--- src/rtl/attack_stage_correlator_macros.svh ---
// Assertion macros for the attack stage correlator; empty bodies under synthesis.
`ifndef ATTACK_STAGE_CORRELATOR_MACROS_SVH
`define ATTACK_STAGE_CORRELATOR_MACROS_SVH
`ifndef SYNTHESIS
// Checks that the consequent holds in the same cycle as the antecedent.
`define AST_ASSERT_SAME(label, clk, rst_n, ante, cons) \
	label: assert property (@(posedge clk) disable iff (!rst_n) (ante) |-> (cons)) \
		else $error("attack_stage_correlator: same-cycle check failed");
// Checks that the consequent holds in the cycle after the antecedent.
`define AST_ASSERT_NEXT(label, clk, rst_n, ante, cons) \
	label: assert property (@(posedge clk) disable iff (!rst_n) (ante) |=> (cons)) \
		else $error("attack_stage_correlator: next-cycle check failed");
`else
`define AST_ASSERT_SAME(label, clk, rst_n, ante, cons)
`define AST_ASSERT_NEXT(label, clk, rst_n, ante, cons)
`endif
`endif

--- src/rtl/ast_pkg.sv ---
// Shared types, codes and lookup functions for the attack stage correlator.
`default_nettype none
package ast_pkg;

	localparam int KIND_W  = 4;
	localparam int NOW_W   = 32;
	localparam int STAGE_W = 3;
	localparam int SCORE_W = 7;
	localparam int SEEN_W  = 3;
	localparam int TAG_W   = 5;
	localparam int CFG_IDX_W  = 3;
	localparam int CFG_DATA_W = 16;

	// Stage codes.
	localparam logic [STAGE_W-1:0] STAGE_IDLE     = 3'd0;
	localparam logic [STAGE_W-1:0] STAGE_RECON    = 3'd1;
	localparam logic [STAGE_W-1:0] STAGE_EXPLOIT  = 3'd2;
	localparam logic [STAGE_W-1:0] STAGE_EXFIL    = 3'd3;
	localparam logic [STAGE_W-1:0] STAGE_COMPLETE = 3'd4;

	// Attack kind codes.
	localparam logic [KIND_W-1:0] KIND_NONE      = 4'd0;
	localparam logic [KIND_W-1:0] KIND_PORT_SCAN = 4'd1;
	localparam logic [KIND_W-1:0] KIND_NULL_SCAN = 4'd2;
	localparam logic [KIND_W-1:0] KIND_XMAS_SCAN = 4'd3;
	localparam logic [KIND_W-1:0] KIND_SYNFIN    = 4'd4;
	localparam logic [KIND_W-1:0] KIND_ARP_SPOOF = 4'd5;
	localparam logic [KIND_W-1:0] KIND_SYN_FLOOD = 4'd6;
	localparam logic [KIND_W-1:0] KIND_BRUTE     = 4'd7;
	localparam logic [KIND_W-1:0] KIND_DNS_TUN   = 4'd8;
	localparam logic [KIND_W-1:0] KIND_AMPLIFY   = 4'd9;
	localparam logic [KIND_W-1:0] KIND_ICMP_FLD  = 4'd10;

	// Technique tag bits.
	localparam logic [TAG_W-1:0] TAG_NET_SCAN  = 5'b00001;
	localparam logic [TAG_W-1:0] TAG_MITM      = 5'b00010;
	localparam logic [TAG_W-1:0] TAG_DOS       = 5'b00100;
	localparam logic [TAG_W-1:0] TAG_BRUTE     = 5'b01000;
	localparam logic [TAG_W-1:0] TAG_DNS_EXFIL = 5'b10000;

	localparam logic [SEEN_W-1:0]  ALL_STAGES_SEEN = 3'b111;
	localparam logic [SCORE_W-1:0] SCORE_CAP       = 7'd100;

	// Configuration register indexes.
	localparam logic [CFG_IDX_W-1:0] CFG_WINDOW   = 3'd0;
	localparam logic [CFG_IDX_W-1:0] CFG_FAST     = 3'd1;
	localparam logic [CFG_IDX_W-1:0] CFG_RECON    = 3'd2;
	localparam logic [CFG_IDX_W-1:0] CFG_EXPLOIT  = 3'd3;
	localparam logic [CFG_IDX_W-1:0] CFG_EXFIL    = 3'd4;
	localparam logic [CFG_IDX_W-1:0] CFG_COMPLETE = 3'd5;
	localparam logic [CFG_IDX_W-1:0] CFG_BONUS    = 3'd6;

	// Configuration reset values.
	localparam logic [15:0]        RST_WINDOW   = 16'd1800;
	localparam logic [15:0]        RST_FAST     = 16'd300;
	localparam logic [SCORE_W-1:0] RST_RECON    = 7'd20;
	localparam logic [SCORE_W-1:0] RST_EXPLOIT  = 7'd50;
	localparam logic [SCORE_W-1:0] RST_EXFIL    = 7'd70;
	localparam logic [SCORE_W-1:0] RST_COMPLETE = 7'd90;
	localparam logic [SCORE_W-1:0] RST_BONUS    = 7'd10;

	typedef struct packed {
		logic [15:0]        window_seconds;
		logic [15:0]        fast_seconds;
		logic [SCORE_W-1:0] score_recon;
		logic [SCORE_W-1:0] score_exploit;
		logic [SCORE_W-1:0] score_exfil;
		logic [SCORE_W-1:0] score_complete;
		logic [SCORE_W-1:0] speed_bonus;
	} cfg_t;

	typedef struct packed {
		logic [STAGE_W-1:0] stage;
		logic [SCORE_W-1:0] severity;
		logic [SEEN_W-1:0]  stages_seen;
		logic [TAG_W-1:0]   technique_tags;
	} res_t;

	function automatic logic [STAGE_W-1:0] kind_stage(input logic [KIND_W-1:0] kind);
		logic [STAGE_W-1:0] st;
		unique case (kind)
			KIND_PORT_SCAN, KIND_NULL_SCAN, KIND_XMAS_SCAN, KIND_SYNFIN,
			KIND_ARP_SPOOF:                          st = STAGE_RECON;
			KIND_SYN_FLOOD, KIND_BRUTE:              st = STAGE_EXPLOIT;
			KIND_DNS_TUN, KIND_AMPLIFY, KIND_ICMP_FLD: st = STAGE_EXFIL;
			default:                                 st = STAGE_IDLE;
		endcase
		return st;
	endfunction

	function automatic logic [TAG_W-1:0] kind_tag(input logic [KIND_W-1:0] kind);
		logic [TAG_W-1:0] tg;
		unique case (kind)
			KIND_PORT_SCAN, KIND_NULL_SCAN, KIND_XMAS_SCAN, KIND_SYNFIN:
				tg = TAG_NET_SCAN;
			KIND_ARP_SPOOF:                              tg = TAG_MITM;
			KIND_SYN_FLOOD, KIND_AMPLIFY, KIND_ICMP_FLD: tg = TAG_DOS;
			KIND_BRUTE:                                  tg = TAG_BRUTE;
			KIND_DNS_TUN:                                tg = TAG_DNS_EXFIL;
			default:                                     tg = '0;
		endcase
		return tg;
	endfunction

endpackage
`default_nettype wire

--- src/rtl/ast_if.sv ---
// Valid/ready channel interfaces for detection words in and incident words out.
`default_nettype none
interface ast_in_if;
	logic                         valid;
	logic                         ready;
	logic [ast_pkg::KIND_W-1:0]   attack_kind;
	logic [ast_pkg::NOW_W-1:0]    now_seconds;

	modport source (output valid, attack_kind, now_seconds, input ready);
	modport sink (input valid, attack_kind, now_seconds, output ready);
endinterface

interface ast_out_if;
	logic                         valid;
	logic                         ready;
	logic [ast_pkg::STAGE_W-1:0]  stage;
	logic [ast_pkg::SCORE_W-1:0]  severity;
	logic [ast_pkg::SEEN_W-1:0]   stages_seen;
	logic [ast_pkg::TAG_W-1:0]    technique_tags;

	modport source (output valid, stage, severity, stages_seen, technique_tags, input ready);
	modport sink (input valid, stage, severity, stages_seen, technique_tags, output ready);
endinterface
`default_nettype wire

--- src/rtl/ast_cfg_regs.sv ---
// Configuration register file of the attack stage correlator.
`default_nettype none
module ast_cfg_regs (
	input  wire logic                               clk,
	input  wire logic                               arst_n,
	input  wire logic                               cfg_we,
	input  wire logic [ast_pkg::CFG_IDX_W-1:0]      cfg_index,
	input  wire logic [ast_pkg::CFG_DATA_W-1:0]     cfg_wdata,
	output      ast_pkg::cfg_t                      cfg
);

	ast_pkg::cfg_t cfg_q;

	always_ff @(posedge clk or negedge arst_n) begin
		if (!arst_n) begin
			cfg_q.window_seconds <= ast_pkg::RST_WINDOW;
			cfg_q.fast_seconds   <= ast_pkg::RST_FAST;
			cfg_q.score_recon    <= ast_pkg::RST_RECON;
			cfg_q.score_exploit  <= ast_pkg::RST_EXPLOIT;
			cfg_q.score_exfil    <= ast_pkg::RST_EXFIL;
			cfg_q.score_complete <= ast_pkg::RST_COMPLETE;
			cfg_q.speed_bonus    <= ast_pkg::RST_BONUS;
		end else if (cfg_we) begin
			unique case (cfg_index)
				ast_pkg::CFG_WINDOW:   cfg_q.window_seconds <= cfg_wdata;
				ast_pkg::CFG_FAST:     cfg_q.fast_seconds   <= cfg_wdata;
				ast_pkg::CFG_RECON:    cfg_q.score_recon    <= cfg_wdata[ast_pkg::SCORE_W-1:0];
				ast_pkg::CFG_EXPLOIT:  cfg_q.score_exploit  <= cfg_wdata[ast_pkg::SCORE_W-1:0];
				ast_pkg::CFG_EXFIL:    cfg_q.score_exfil    <= cfg_wdata[ast_pkg::SCORE_W-1:0];
				ast_pkg::CFG_COMPLETE: cfg_q.score_complete <= cfg_wdata[ast_pkg::SCORE_W-1:0];
				ast_pkg::CFG_BONUS:    cfg_q.speed_bonus    <= cfg_wdata[ast_pkg::SCORE_W-1:0];
				default: ;
			endcase
		end
	end

	assign cfg = cfg_q;

endmodule
`default_nettype wire

--- src/rtl/ast_core.sv ---
// Incident state registers and the combinational update for one detection word.
`default_nettype none
module ast_core #(
	parameter int TIME_BITS = 32
) (
	input  wire logic                           clk,
	input  wire logic                           arst_n,
	input  wire logic                           step,
	input  wire logic [ast_pkg::KIND_W-1:0]     kind,
	input  wire logic [ast_pkg::NOW_W-1:0]      now_raw,
	input  wire ast_pkg::cfg_t                  cfg,
	output      ast_pkg::res_t                  res
);

	logic [TIME_BITS-1:0]          now;
	logic [ast_pkg::STAGE_W-1:0]   stage_q, stage_d;
	logic [TIME_BITS-1:0]          entry_q, entry_d;
	logic [TIME_BITS-1:0]          first_q, first_d;
	logic                          first_vld_q, first_vld_d;
	logic [ast_pkg::SEEN_W-1:0]    seen_q, seen_d;
	logic [ast_pkg::SCORE_W-1:0]   score_q, score_d;
	logic [ast_pkg::TAG_W-1:0]     tags_q, tags_d;

	logic [ast_pkg::STAGE_W-1:0]   target;
	logic                          expired;
	logic                          fast;
	logic [ast_pkg::SCORE_W-1:0]   base;
	logic [ast_pkg::SCORE_W:0]     sum;

	// Timestamps wrap at TIME_BITS.
	generate
		if (TIME_BITS <= ast_pkg::NOW_W) begin : g_now_trunc
			assign now = now_raw[TIME_BITS-1:0];
		end else begin : g_now_ext
			assign now = {{(TIME_BITS-ast_pkg::NOW_W){1'b0}}, now_raw};
		end
	endgenerate

	// Elapsed time, clamped at zero if the clock went backwards.
	function automatic logic [TIME_BITS-1:0] elapsed(input logic [TIME_BITS-1:0] t_now,
		input logic [TIME_BITS-1:0] t_then);
		return (t_now > t_then) ? (t_now - t_then) : '0;
	endfunction

	assign target  = ast_pkg::kind_stage(kind);
	assign expired = (stage_q != ast_pkg::STAGE_IDLE) &&
		(elapsed(now, entry_q) > {{(TIME_BITS-16){1'b0}}, cfg.window_seconds});

	always_comb begin
		stage_d     = stage_q;
		entry_d     = entry_q;
		first_d     = first_q;
		first_vld_d = first_vld_q;
		seen_d      = seen_q;
		tags_d      = tags_q;
		if (expired) begin
			stage_d     = ast_pkg::STAGE_IDLE;
			first_d     = '0;
			first_vld_d = 1'b0;
			seen_d      = '0;
			tags_d      = '0;
		end
		if (!first_vld_d) begin
			first_vld_d = 1'b1;
			first_d     = now;
		end
		if (target > stage_d) begin
			stage_d = target;
			entry_d = now;
		end
		unique case (target)
			ast_pkg::STAGE_RECON:   seen_d[0] = 1'b1;
			ast_pkg::STAGE_EXPLOIT: seen_d[1] = 1'b1;
			ast_pkg::STAGE_EXFIL:   seen_d[2] = 1'b1;
			default: ;
		endcase
		if (seen_d == ast_pkg::ALL_STAGES_SEEN) begin
			stage_d = ast_pkg::STAGE_COMPLETE;
		end
		tags_d = tags_d | ast_pkg::kind_tag(kind);
	end

	always_comb begin
		unique case (stage_d)
			ast_pkg::STAGE_RECON:    base = cfg.score_recon;
			ast_pkg::STAGE_EXPLOIT:  base = cfg.score_exploit;
			ast_pkg::STAGE_EXFIL:    base = cfg.score_exfil;
			ast_pkg::STAGE_COMPLETE: base = cfg.score_complete;
			default:                 base = '0;
		endcase
	end

	assign fast = (stage_d >= ast_pkg::STAGE_EXPLOIT) &&
		(elapsed(now, first_d) < {{(TIME_BITS-16){1'b0}}, cfg.fast_seconds});
	assign sum = {1'b0, base} + (fast ? {1'b0, cfg.speed_bonus} : '0);
	assign score_d = (sum > {1'b0, ast_pkg::SCORE_CAP}) ? ast_pkg::SCORE_CAP
		: sum[ast_pkg::SCORE_W-1:0];

	// A word with no known attack leaves the incident untouched.
	wire logic upd = step && (target != ast_pkg::STAGE_IDLE);

	always_ff @(posedge clk or negedge arst_n) begin
		if (!arst_n) begin
			stage_q     <= ast_pkg::STAGE_IDLE;
			entry_q     <= '0;
			first_q     <= '0;
			first_vld_q <= 1'b0;
			seen_q      <= '0;
			score_q     <= '0;
			tags_q      <= '0;
		end else if (upd) begin
			stage_q     <= stage_d;
			entry_q     <= entry_d;
			first_q     <= first_d;
			first_vld_q <= first_vld_d;
			seen_q      <= seen_d;
			score_q     <= score_d;
			tags_q      <= tags_d;
		end
	end

	always_comb begin
		if (target != ast_pkg::STAGE_IDLE) begin
			res.stage          = stage_d;
			res.severity       = score_d;
			res.stages_seen    = seen_d;
			res.technique_tags = tags_d;
		end else begin
			res.stage          = stage_q;
			res.severity       = score_q;
			res.stages_seen    = seen_q;
			res.technique_tags = tags_q;
		end
	end

endmodule
`default_nettype wire

--- src/rtl/attack_stage_correlator.sv ---
// Top level of the attack stage correlator for one tracked source.
// A word is held in the first stage register, and its result word in the result register.
// Throughput: one word per cycle while results drain; the incident state updates
// in the same cycle as the result is formed, so the next word already sees it.
// Reset: arst_n clears the incident, empties both pipeline registers and restores defaults.
`default_nettype none
`include "attack_stage_correlator_macros.svh"
module attack_stage_correlator #(
	parameter int TIME_BITS = 32
) (
	input  wire logic                               clk,
	input  wire logic                               arst_n,
	ast_in_if.sink                                  in_ch,
	ast_out_if.source                               out_ch,
	input  wire logic                               cfg_we,
	input  wire logic [ast_pkg::CFG_IDX_W-1:0]      cfg_index,
	input  wire logic [ast_pkg::CFG_DATA_W-1:0]     cfg_wdata
);

	// The block has two register stages. The first captures the detection word as it is
	// accepted. Between the first stage and the result register sits the whole update:
	// kind decode, window expiry check, stage advance, tag merge and score. The incident
	// state is written at the same edge that loads the result register.

	ast_pkg::cfg_t                  cfg;
	ast_pkg::res_t                  res;
	ast_pkg::res_t                  res_q;

	logic                           vld_s1;
	logic [ast_pkg::KIND_W-1:0]     kind_s1;
	logic [ast_pkg::NOW_W-1:0]      now_s1;
	logic                           out_vld_q;
	logic                           advance;
	logic                           in_fire;

	ast_cfg_regs u_cfg (
		.clk       (clk),
		.arst_n    (arst_n),
		.cfg_we    (cfg_we),
		.cfg_index (cfg_index),
		.cfg_wdata (cfg_wdata),
		.cfg       (cfg)
	);

	// The first stage moves on whenever the result register is empty or being drained.
	assign advance      = vld_s1 && (!out_vld_q || out_ch.ready);
	assign in_ch.ready  = !vld_s1 || advance;
	assign in_fire      = in_ch.valid && in_ch.ready;

	always_ff @(posedge clk or negedge arst_n) begin
		if (!arst_n) begin
			vld_s1 <= 1'b0;
		end else if (in_fire) begin
			vld_s1 <= 1'b1;
		end else if (advance) begin
			vld_s1 <= 1'b0;
		end
	end

	always_ff @(posedge clk) begin
		if (in_fire) begin
			kind_s1 <= in_ch.attack_kind;
			now_s1  <= in_ch.now_seconds;
		end
	end

	ast_core #(
		.TIME_BITS (TIME_BITS)
	) u_core (
		.clk     (clk),
		.arst_n  (arst_n),
		.step    (advance),
		.kind    (kind_s1),
		.now_raw (now_s1),
		.cfg     (cfg),
		.res     (res)
	);

	// The result register holds a word until the sink takes it.
	always_ff @(posedge clk or negedge arst_n) begin
		if (!arst_n) begin
			out_vld_q <= 1'b0;
		end else if (advance) begin
			out_vld_q <= 1'b1;
		end else if (out_ch.ready) begin
			out_vld_q <= 1'b0;
		end
	end

	always_ff @(posedge clk) begin
		if (advance) begin
			res_q <= res;
		end
	end

	assign out_ch.valid          = out_vld_q;
	assign out_ch.stage          = res_q.stage;
	assign out_ch.severity       = res_q.severity;
	assign out_ch.stages_seen    = res_q.stages_seen;
	assign out_ch.technique_tags = res_q.technique_tags;

	// A complete incident must have seen every stage.
	`AST_ASSERT_SAME(a_complete_all_seen, clk, arst_n,
		out_vld_q && (res_q.stage == ast_pkg::STAGE_COMPLETE),
		res_q.stages_seen == ast_pkg::ALL_STAGES_SEEN)
	// An incident is active exactly when some stage has been seen.
	`AST_ASSERT_SAME(a_active_seen, clk, arst_n, out_vld_q,
		(res_q.stage == ast_pkg::STAGE_IDLE) == (res_q.stages_seen == '0))
	// A word that moves out of the first stage shows up in the result register.
	`AST_ASSERT_NEXT(a_advance_out, clk, arst_n, advance, out_vld_q)

endmodule
`default_nettype wire

--- src/flat_wrapper.sv ---
// flat-port wrapper written by rule: the top's interface ports become plain ports
module attack_stage_correlator_flat 
#(
	parameter int TIME_BITS = 32
)
  (clk, arst_n, cfg_we, cfg_index, cfg_wdata, in_ch_valid, in_ch_attack_kind, in_ch_now_seconds, in_ch_ready, out_ch_valid, out_ch_stage, out_ch_severity, out_ch_stages_seen, out_ch_technique_tags, out_ch_ready);
  ast_in_if in_ch_i ();
  ast_out_if out_ch_i ();
  input  wire logic clk;
  input  wire logic arst_n;
  input  wire logic cfg_we;
  input  wire logic [ast_pkg::CFG_IDX_W-1:0] cfg_index;
  input  wire logic [ast_pkg::CFG_DATA_W-1:0] cfg_wdata;
  input wire logic [$bits(in_ch_i.valid)-1:0] in_ch_valid;
  input wire logic [$bits(in_ch_i.attack_kind)-1:0] in_ch_attack_kind;
  input wire logic [$bits(in_ch_i.now_seconds)-1:0] in_ch_now_seconds;
  output wire logic [$bits(in_ch_i.ready)-1:0] in_ch_ready;
  output wire logic [$bits(out_ch_i.valid)-1:0] out_ch_valid;
  output wire logic [$bits(out_ch_i.stage)-1:0] out_ch_stage;
  output wire logic [$bits(out_ch_i.severity)-1:0] out_ch_severity;
  output wire logic [$bits(out_ch_i.stages_seen)-1:0] out_ch_stages_seen;
  output wire logic [$bits(out_ch_i.technique_tags)-1:0] out_ch_technique_tags;
  input wire logic [$bits(out_ch_i.ready)-1:0] out_ch_ready;
  assign in_ch_i.valid = in_ch_valid;
  assign in_ch_i.attack_kind = in_ch_attack_kind;
  assign in_ch_i.now_seconds = in_ch_now_seconds;
  assign in_ch_ready = in_ch_i.ready;
  assign out_ch_valid = out_ch_i.valid;
  assign out_ch_stage = out_ch_i.stage;
  assign out_ch_severity = out_ch_i.severity;
  assign out_ch_stages_seen = out_ch_i.stages_seen;
  assign out_ch_technique_tags = out_ch_i.technique_tags;
  assign out_ch_i.ready = out_ch_ready;
  attack_stage_correlator #(.TIME_BITS(TIME_BITS)) u_core (.clk(clk), .arst_n(arst_n), .in_ch(in_ch_i), .out_ch(out_ch_i), .cfg_we(cfg_we), .cfg_index(cfg_index), .cfg_wdata(cfg_wdata));
endmodule
--- config.mk ---
export PLATFORM = sky130hd
export DESIGN_NAME = attack_stage_correlator_flat
export DESIGN_NICKNAME = d
export VERILOG_FILES = /design/src/rtl/ast_pkg.sv /design/src/rtl/ast_if.sv /design/src/rtl/ast_cfg_regs.sv /design/src/rtl/ast_core.sv /design/src/rtl/attack_stage_correlator.sv /design/src/flat_wrapper.sv
export VERILOG_INCLUDE_DIRS = /design/src /design/src/rtl
export SDC_FILE = /design/constraint.sdc
export NUM_CORES = 1
export LEC_CHECK = 0
export BUFFER_PORTS_ARGS = -buffer_cell sky130_fd_sc_hd__buf_2
export CORE_MARGIN = 4
export CORE_UTILIZATION = 35
export DETAILED_ROUTE_END_ITERATION = 7
export GPL_TIMING_DRIVEN = 0
export SYNTH_ARGS = -nofsm -noshare
export SYNTH_HDL_FRONTEND = slang
export SYNTH_SLANG_ARGS = --single-unit
--- constraint.sdc ---
create_clock -name clk -period 13.7 [get_ports clk]
set_input_delay 1.37 -clock clk [delete_from_list [all_inputs] [get_ports clk]]
set_output_delay 1.37 -clock clk [all_outputs]
set_load 0.05 [all_outputs]
# [Yosys cells after proc, flatten, opt, wreduce, memory -nomap -nowiden]
# Memories as Yosys holds them, arrays and structs flattened. A register that Yosys moved wholly into a read port is not among the register bits.
# Cells that the tools add are included.
[word_totals] ff_bits=206 romBits=112 inputBits=60 output_inout_bits=20 wordCells=94 n_memories=2
[classes] add_sub_neg=3 magnitude_cmp=7 n_eq_ne=14 muxes=23 n_bitwise=1 n_reduce_logical=22
[mem_list] memory="(name not given)" words=16 word_bits=5 read_ports=1 rd_ports_with_merged_regs=1 write_ports=0 line="ast_pkg.sv:93" rtl="unique case (kind)"
[mem_list] memory="(name not given)" words=16 word_bits=2 read_ports=1 rd_ports_with_merged_regs=1 write_ports=0 line="ast_pkg.sv:81" rtl="unique case (kind)"
[ops] op="2-to-1 mux 32 bit" count=4
[ops] op="> comparator 32 bit" count=2
[ops] op="subtractor 32 bit" count=2
[ops] op="> comparator 32 x 16 -> 1 bit" count=1
[ops] op="< comparator 32 x 16 -> 1 bit" count=1
[ops] op="case mux 7 bit (4 select lines)" count=1
[ops] op="== test 3 x 2 -> 1 bit (second input constant)" count=6
[ops] op="2-to-1 mux 18 bit" count=1
[ops] op="AND reduction 2 bit" count=8
[ops] op="== test 3 bit (second input constant)" count=5
[ops] op="2-to-1 mux 7 bit" count=2
[ops] op="2-to-1 mux 3 bit" count=4
[ops] op="== test 3 x 1 -> 1 bit (second input constant)" count=3
[ops] op="adder 7 x 7 -> 8 bit" count=1
[ops] op="> comparator 8 x 7 -> 1 bit (second input constant)" count=1
[ops] op="2-to-1 mux 1 bit" count=8
[ops] op="2-to-1 mux 4 bit" count=2
[ops] op="nonzero test 3 bit" count=2
[ops] op="logical AND 1 bit" count=5
[ops] op="2-to-1 mux 5 bit" count=1
[ops] op="bitwise OR 5 bit" count=1
[ops] op="nonzero test 2 bit" count=2
[ops] op=">= comparator 3 x 2 -> 1 bit (second input constant)" count=1
[ops] op="> comparator 3 bit" count=1
[ops] op="other kinds (3)" count=5

# [Longest topological paths before layout]
# Gate-level depths: netlist (run 1).
[logic_depth] word_depth=15 depth_mapped=55 ltp_nobuf=52

# [Hierarchy]
# A second synthesis (run 1) with hierarchy kept.
[hier_totals] cells_unflattened=1365 area_unflattened_um2=13820.8
[by_module_without_submodules] module="ast_core" n_inst=1 cells_per_inst=1153 area_each_um2=9459.1 seq_area_each_um2=2077.0
[by_module_without_submodules] module="ast_cfg_regs" n_inst=1 cells_per_inst=150 area_each_um2=2636.3 seq_area_each_um2=1704.1
[by_module_without_submodules] module="attack_stage_correlator" n_inst=1 cells_per_inst=62 area_each_um2=1725.4 seq_area_each_um2=1671.6

# [Worst setup path before layout (run 1)]
# OpenSTA, ideal clock, no wires.
[synth_timing] path_kind="reg-to-reg" start="register u_core.now_s1[0] (netlist bit)" end="register u_core.res_q, in the netlist u_core.out_ch.severity[2], data pin" setup_ns=0.271 arrival_ns=9.944 t_required_ns=13.429 path_slack_ns=3.485 stages_incl_launch_ff=54 n_path_buf=3 period_less_slack_ns=10.215 path_cell_list="edfxtp_1 > inv_1 > ha_1 > inv_1 > fa_1 > a21o_1 > a221o_1 > a21o_1 > nand2_1 > a21oi_1 > nand3_1 > a21o_1 > clkbuf_1 > nor2_1 > ha_1 > a21o_1 > a21o_1 > a21oi_1 > (+18 left out) > nor2_1 > ha_1 > a21o_1 > a21o_1 > a21oi_1 > nor2_1 > a211oi_1 > and4_1 > ha_1 > a21o_1 > a21oi_1 > o21bai_1 > a21oi_1 > nor2b_1 > o21a_1 > a311oi_1 > and2_1 > a21oi_1"
[synth_lines] item="from (decl)" line="attack_stage_correlator.sv:31" rtl="logic [ast_pkg::NOW_W-1:0] now_s1;"
[synth_lines] item="from (signal assigned)" line="attack_stage_correlator.sv:63" rtl="now_s1 <= in_ch.now_seconds;"
[synth_lines] item="to (signal assigned)" line="attack_stage_correlator.sv:92" rtl="res_q <= res;"
[synth_lines] item="to (decl)" line="attack_stage_correlator.sv:27" rtl="ast_pkg::res_t res_q;"

==> flow_summary.toml, run 1 <==
[worst_hold_path]
whs_path_depth = 2
holdPathEnd = "u_core.u_core.score_q[3]"
min-delay-path-class = "flip-flop to flip-flop"
hp-start = "u_core.u_core.score_q[3]"

[timing]
relSlewSlack_pct = 37.98
rsz0062_at_grt = "no"
worst_slew_pin_slew_ns = 0.9231
max_freq_mhz = 80.90
hold-worst-slack_ns = 0.4813
setup_ws_ns = 1.339
final.period_utilization_pct = 90.22
maxSlewViolCount = 0
finClkSkew_ns = 0.008908
setup_viol = 0
hold_violations = 0
layout_min_cycle_time_ns = 12.36
setup-tns-final_ns = 0

[critical_path]
r2r_cells = 53
worstSetupStartpointType = "flip-flop"
rrSetupSlack_ns = 1.34
worstSetupPathType = "flip-flop to flip-flop"
critPathMostFrequentCell = "a21o_1"
required_ns = 13.96
crit_path_max_fanout = 10
cpPeakStageDelay_ns = 0.65
reg2reg_to = "u_core.out_ch.severity[2]"
worst_ep_arrival_time_ns = 12.62
crit_path_end_kind = "flip-flop"
r2r_start = "u_core.now_s1[0]"
slowest_stage = "a221oi_1"

[power_and_ir_drop]
p_per_area_nw_per_um2 = 279.8
clkPwrFrac_pct = 13.7
p_leak_uw = 0.007168
power_frac_comb_pct = 64.7
switching_share_pct = 46.03
pwr-share-seq_pct = 21.6
vdd_drop_max_mv = 0.1245
internal_power_uw = 2425
switchingPower_uw = 2068
p_total_uw = 4493

[yosys]
avgSynthCellArea_um2 = 9.838
ys_ff_latch = 213
synth_edf_count = 54
syn_nets = 1617
ys.flop_type = "dfrtp_1"
syn_area_um2 = 14230
yosys_warnings = 0
ys_seq_area_share_pct = 39.31
synth_cell_types = 87
synthCells = 1446
ys_async_sr_fraction_pct = 71.36

[global_routing]
grt_pass1_wl_mm = 58.28
antenna_found_initial = 0
grt_util_all_layers_pct = 16.11
grt_pass1_vias = 10833
grt_start_max_net_pins = 94
overflow = 0

[cells_and_area]
drive_gt1_share_pct = 17.28
diodes = 0
layout.cells.most_common_list = "nand2_1 (134), dfrtp_1 (130), o21ai_0 (117)"
final_common_cell = "nand2_1"
layout.nets = 1721
area_growth_pct = 12.85

[floorplanning]
coreArea_um2 = 39910
dieHeight_um = 209.6
fp-row-count = 73
chipWidth_um = 209.6
die-area_um2 = 43940
pin_count = 80
start_util_pct = 35.64

[placed_design]
dp_hpwl_mm = 27.84
portBuffers = 77
pre_cts_slack_ns = 1.133
routabilityCongestion = 0.9120

[clock_network]
cts_buffers = 24
clockRootBuffer = "clkbuf_16"
clk_latency_ns = 0.53
clock-sinks = 213
clockBufferDepth = 3
clk_pin_slew_worst_paths_ns = 0.06
tritoncts = "yes"
ctsHoldBuffers = 0
htreeDepth = 1

[job]
maxCapViolCount = 0

[drt]
dr_total_vias = 11090
dr.pass1.iters = 8
postRouteAntennaNets = 0
drtIter0Drc = 751
wl_per_cell_um = 17.17
routed_wl_mm = 35.95
via_per_inst = 5.299
drc_errors = 0

[status]
run_status = "complete, no violations"
[what timing repair did]
action,CTS,global route
resized for setup,0,1
setup buffers,0,0
endpoints found under the setup margin,0,1
[cell type report]
type,instances,area (um2)
fill,3944,23860
tap,525,656.9
timing repair buffer,78,422.9
inverter,106,397.9
sequential,213,5593
multi-input combinational,1073,7956
buffer,54,284.0
clock buffer,32,640.6
clock inverter,12,102.6
[worst max-delay path by stage]
stage	startpoint	end	slack (ns)
finish	u_core.now_s1[0]	u_core.out_ch.severity[2]	1.34
CTS	u_core.now_s1[0]	u_core.out_ch.severity[2]	1.10
detailed placement	u_core.now_s1[0]	u_core.out_ch.severity[2]	1.13
global placement	u_core.now_s1[0]	u_core.out_ch.severity[2]	1.29
floorplan	u_core.now_s1[0]	u_core.out_ch.severity[2]	3.49
global route	u_core.now_s1[0]	u_core.out_ch.severity[2]	0.24
[cells in the mapped netlist (all sizes together), types with 22 or more instances]
master	instances	area [um2]
nor2	83	350.3
inv	106	397.9
nor3	26	135.1
dfrtp	130	3253
ha	108	1351
edfxtp	54	1622
clkbuf	39	146.4
mux2i	38	380.4
dfstp	22	578.1
xnor2	23	201.4
nand2	134	503.0
a21o	36	271.5
a21oi	88	440.4
mux2	99	1227
o21a	24	187.7
o21ai	121	624.3
[routing by layer]
metal  global-route usage, %  wire length [um]  vias to the layer above
li1                        -                 -                     5492
met1                   22.49             16970                     5323
met2                   26.42             16400                      227
met3                   2.601              1746                       48
met4                   3.713               833                        0
met5                       0                 0                        -
[critical path, delay by kind of cell (launching register included)]
family          cells  cell delay, ns
compound gates     27            6.38
fa+ha+maj           6            1.76
buf+inv             5            1.22
flops               1            0.47
mux                 1            0.23
simple gates       14            1.99
[cell families (layout without fill, tap and decap cells)]
logic type / Yosys count / in the layout / synth area share [%]
fa+ha+maj: 111 / 111 / 9.921
mux: 137 / 137 / 11.30
flops: 213 / 213 / 39.31
xor+xnor: 39 / 39 / 2.401
simple gates: 385 / 385 / 13.61
buf+inv: 160 / 282 / 4.793
compound gates: 401 / 401 / 18.65
[sequential cells by signal (all words and copies together) (netlist names), 4 cells and up, named ones only]
| signal | cells |
|---|---|
| u_core.kind_s1 | 4 |
| u_core.now_s1 | 32 |
| u_core.out_ch.severity | 7 |
| u_core.out_ch.technique_tags | 5 |
| u_core.u_cfg.cfg | 67 |
| u_core.u_core.entry_q | 32 |
| u_core.u_core.first_q | 32 |
| u_core.u_core.score_q | 7 |
| u_core.u_core.tags_q | 5 |
[through the flow]
step | instance area, um2 | instances | util [%]
global route | 16050 | 2093 | 40.22
CTS | 16050 | 2093 | 40.21
detailed placement | 15310 | 2049 | 38.35
global placement | 15270 | 2048 | 38.25
finish | 16050 | 2093 | 40.22
floorplan | 14230 | 1446 | -
[power groups by stage]
stage / combinational, uW / sequential (uW) / clock (uW)
4_1_cts: 2890 / 971 / 638
5_1_grt: 3260 / 994 / 664
6_report: 2910 / 971 / 614
2_1_floorplan: 2180 / 1020 / 0
3_3_place_gp: 2840 / 974 / 0
3_5_place_dp: 2870 / 981 / 0
Power figures use the tool's default switching activity.
==> run 2, diff against run 1 <==
- BUFFER_PORTS_ARGS: -buffer_cell sky130_fd_sc_hd__buf_2 -> default
- CTS_BUF_LIST: default -> sky130_fd_sc_hd__clkbuf_4
- DONT_BUFFER_PORTS: default -> 1
==> run 2 against run 1 <==
Global-route usage grew 0.25 points. Count of clock-buffer cells in the layout grew 62. Core utilization shrank 1.0 points.
==> flow_summary.toml, run 2 (synthesized netlist as in run 1, its figures left out) <==
[critical_path]
cpPeakStageDelay_ns = 0.66
worstSetupPathType = "flip-flop to flip-flop"
worst_ep_arrival_time_ns = 13.11
rrSetupSlack_ns = 1.06
crit_path_max_fanout = 10
slowest_stage = "a211oi_1"
required_ns = 14.17
worstSetupStartpointType = "flip-flop"
critPathMostFrequentCell = "a21o_1"
crit_path_end_kind = "flip-flop"

[placed_design]
placed_cells = 1971
pre_cts_slack_ns = 1.155
routabilityCongestion = 0.9170
portBuffers = 0
dp_hpwl_mm = 27.44

[cells_and_area]
post-route-util_pct = 39.21
area_growth_pct = 10.02
final_common_cell = "nand2_1"
layout.nets = 1675
regArea_um2 = 5593
multi_input_area_um2 = 7951
largest_reg_flops = 67
fillers = 3955
fin_cells = 2079
layout.cells.most_common_list = "nand2_1 (134), dfrtp_1 (130), o21ai_0 (117)"
drive_gt1_share_pct = 16.62

[timing]
worst_slew_pin_slew_ns = 0.9975
relSlewSlack_pct = 32.99
maxSlewViolCount = 0
hold_violations = 0
layout_min_cycle_time_ns = 12.64
final.period_utilization_pct = 92.27
setup_ws_ns = 1.058
max_freq_mhz = 79.10
finClkSkew_ns = 0.05715
rsz0062_at_grt = "no"
setup_viol = 0
setup-tns-final_ns = 0

[drt]
dr.pass1.iters = 5
postRouteAntennaNets = 0
routed_wl_mm = 36.25
wl_per_cell_um = 17.44
via_per_inst = 5.310
drtIter0Drc = 719
drc_errors = 0
dr_total_vias = 11040

[global_routing]
antenna_found_initial = 3
grt_pass1_wl_mm = 58.62
grt_pass1_vias = 10789
overflow = 0
grt_start_max_net_pins = 153
grt_util_all_layers_pct = 16.36

[job]
maxCapViolCount = 0

[floorplanning]
start_util_pct = 35.64
coreArea_um2 = 39910
dieHeight_um = 209.6
chipWidth_um = 209.6
pin_count = 80
fp-row-count = 73
die-area_um2 = 43940

[clock_network]
clk_pin_slew_worst_paths_ns = 0.08
cts_setup_buffers = 0
clock-sinks = 213
clk_latency_ns = 0.76
cts_resized = 0
tritoncts = "yes"
ctsHoldBuffers = 0
clockBufferDepth = 3
clockRootBuffer = "clkbuf_4"
htreeDepth = 2
cts_buffers = 56

[power_and_ir_drop]
p_per_area_nw_per_um2 = 282.2
vdd_drop_max_mv = 0.1157
p_leak_uw = 0.006961

[worst_hold_path]
min-delay-path-class = "primary input to asynchronous set/reset pin"

[status]
run_status = "complete, no violations"
-- run 2: worst max-delay path, delay by kind of cell, from the launching register on --
family	cells	cell delay [ns]
fa+ha+maj	6	1.76
flops	1	0.49
buf+inv	5	1.22
compound gates	27	6.61
mux	1	0.22
simple gates	14	2.06
-- run 2: layer usage --
| layer | vias to the layer above | track usage, % | routed length, um |
|---|---|---|---|
| met5 | - | 0 | 13 |
| met1 | 5260 | 22.46 | 17080 |
| li1 | 5458 | - | - |
| met2 | 267 | 26.41 | 16560 |
| met3 | 53 | 3.782 | 1956 |
| met4 | 2 | 3.803 | 636 |
-- run 2: power breakdown --
part / switching, uW / internal (uW)
Clock: 277 / 310
Combinational: 1600 / 1180
Sequential: 176 / 873
-- run 2: metrics by stage --
| step | power [uW] | cell area, um2 | hold WS, ns |
|---|---|---|---|
| after global placement | 3782 | 14880 | 0.4639 |
| after detailed placement | 3816 | 14880 | 0.4708 |
| after CTS | 4432 | 15650 | 0.2572 |
| after global routing | 4844 | 15650 | 0.2385 |
| after floorplan | 3203 | 14230 | 0.4497 |
| final | 4417 | 15650 | 0.3251 |
-- run 2: final cells by class --
class,count,area share [%]
clock inverters,12,0.3677
well taps,525,4.197
multi-input cells,1073,50.80
plain buffers,54,1.815
flip-flops and latches,213,35.73
clock buffers,94,4.509
inverters,106,2.542
diodes,2,0.03198
-- run 2: path summary, 6_finish.rpt --
check | start | end | cells after the start
min in group clk | u_core.u_core.entry_q[1] | u_core.u_core.entry_q[1] | 2
max | u_core.now_s1[0] | u_core.out_ch.severity[2] | 53
min reg2reg | u_core.u_core.entry_q[1] | u_core.u_core.entry_q[1] | 2
max in group asynchronous | arst_n | u_core.u_core.first_q[19] | 0
max reg2reg | u_core.now_s1[0] | u_core.out_ch.severity[2] | 53
min | arst_n | u_core.u_core.stage_q[1] | 0
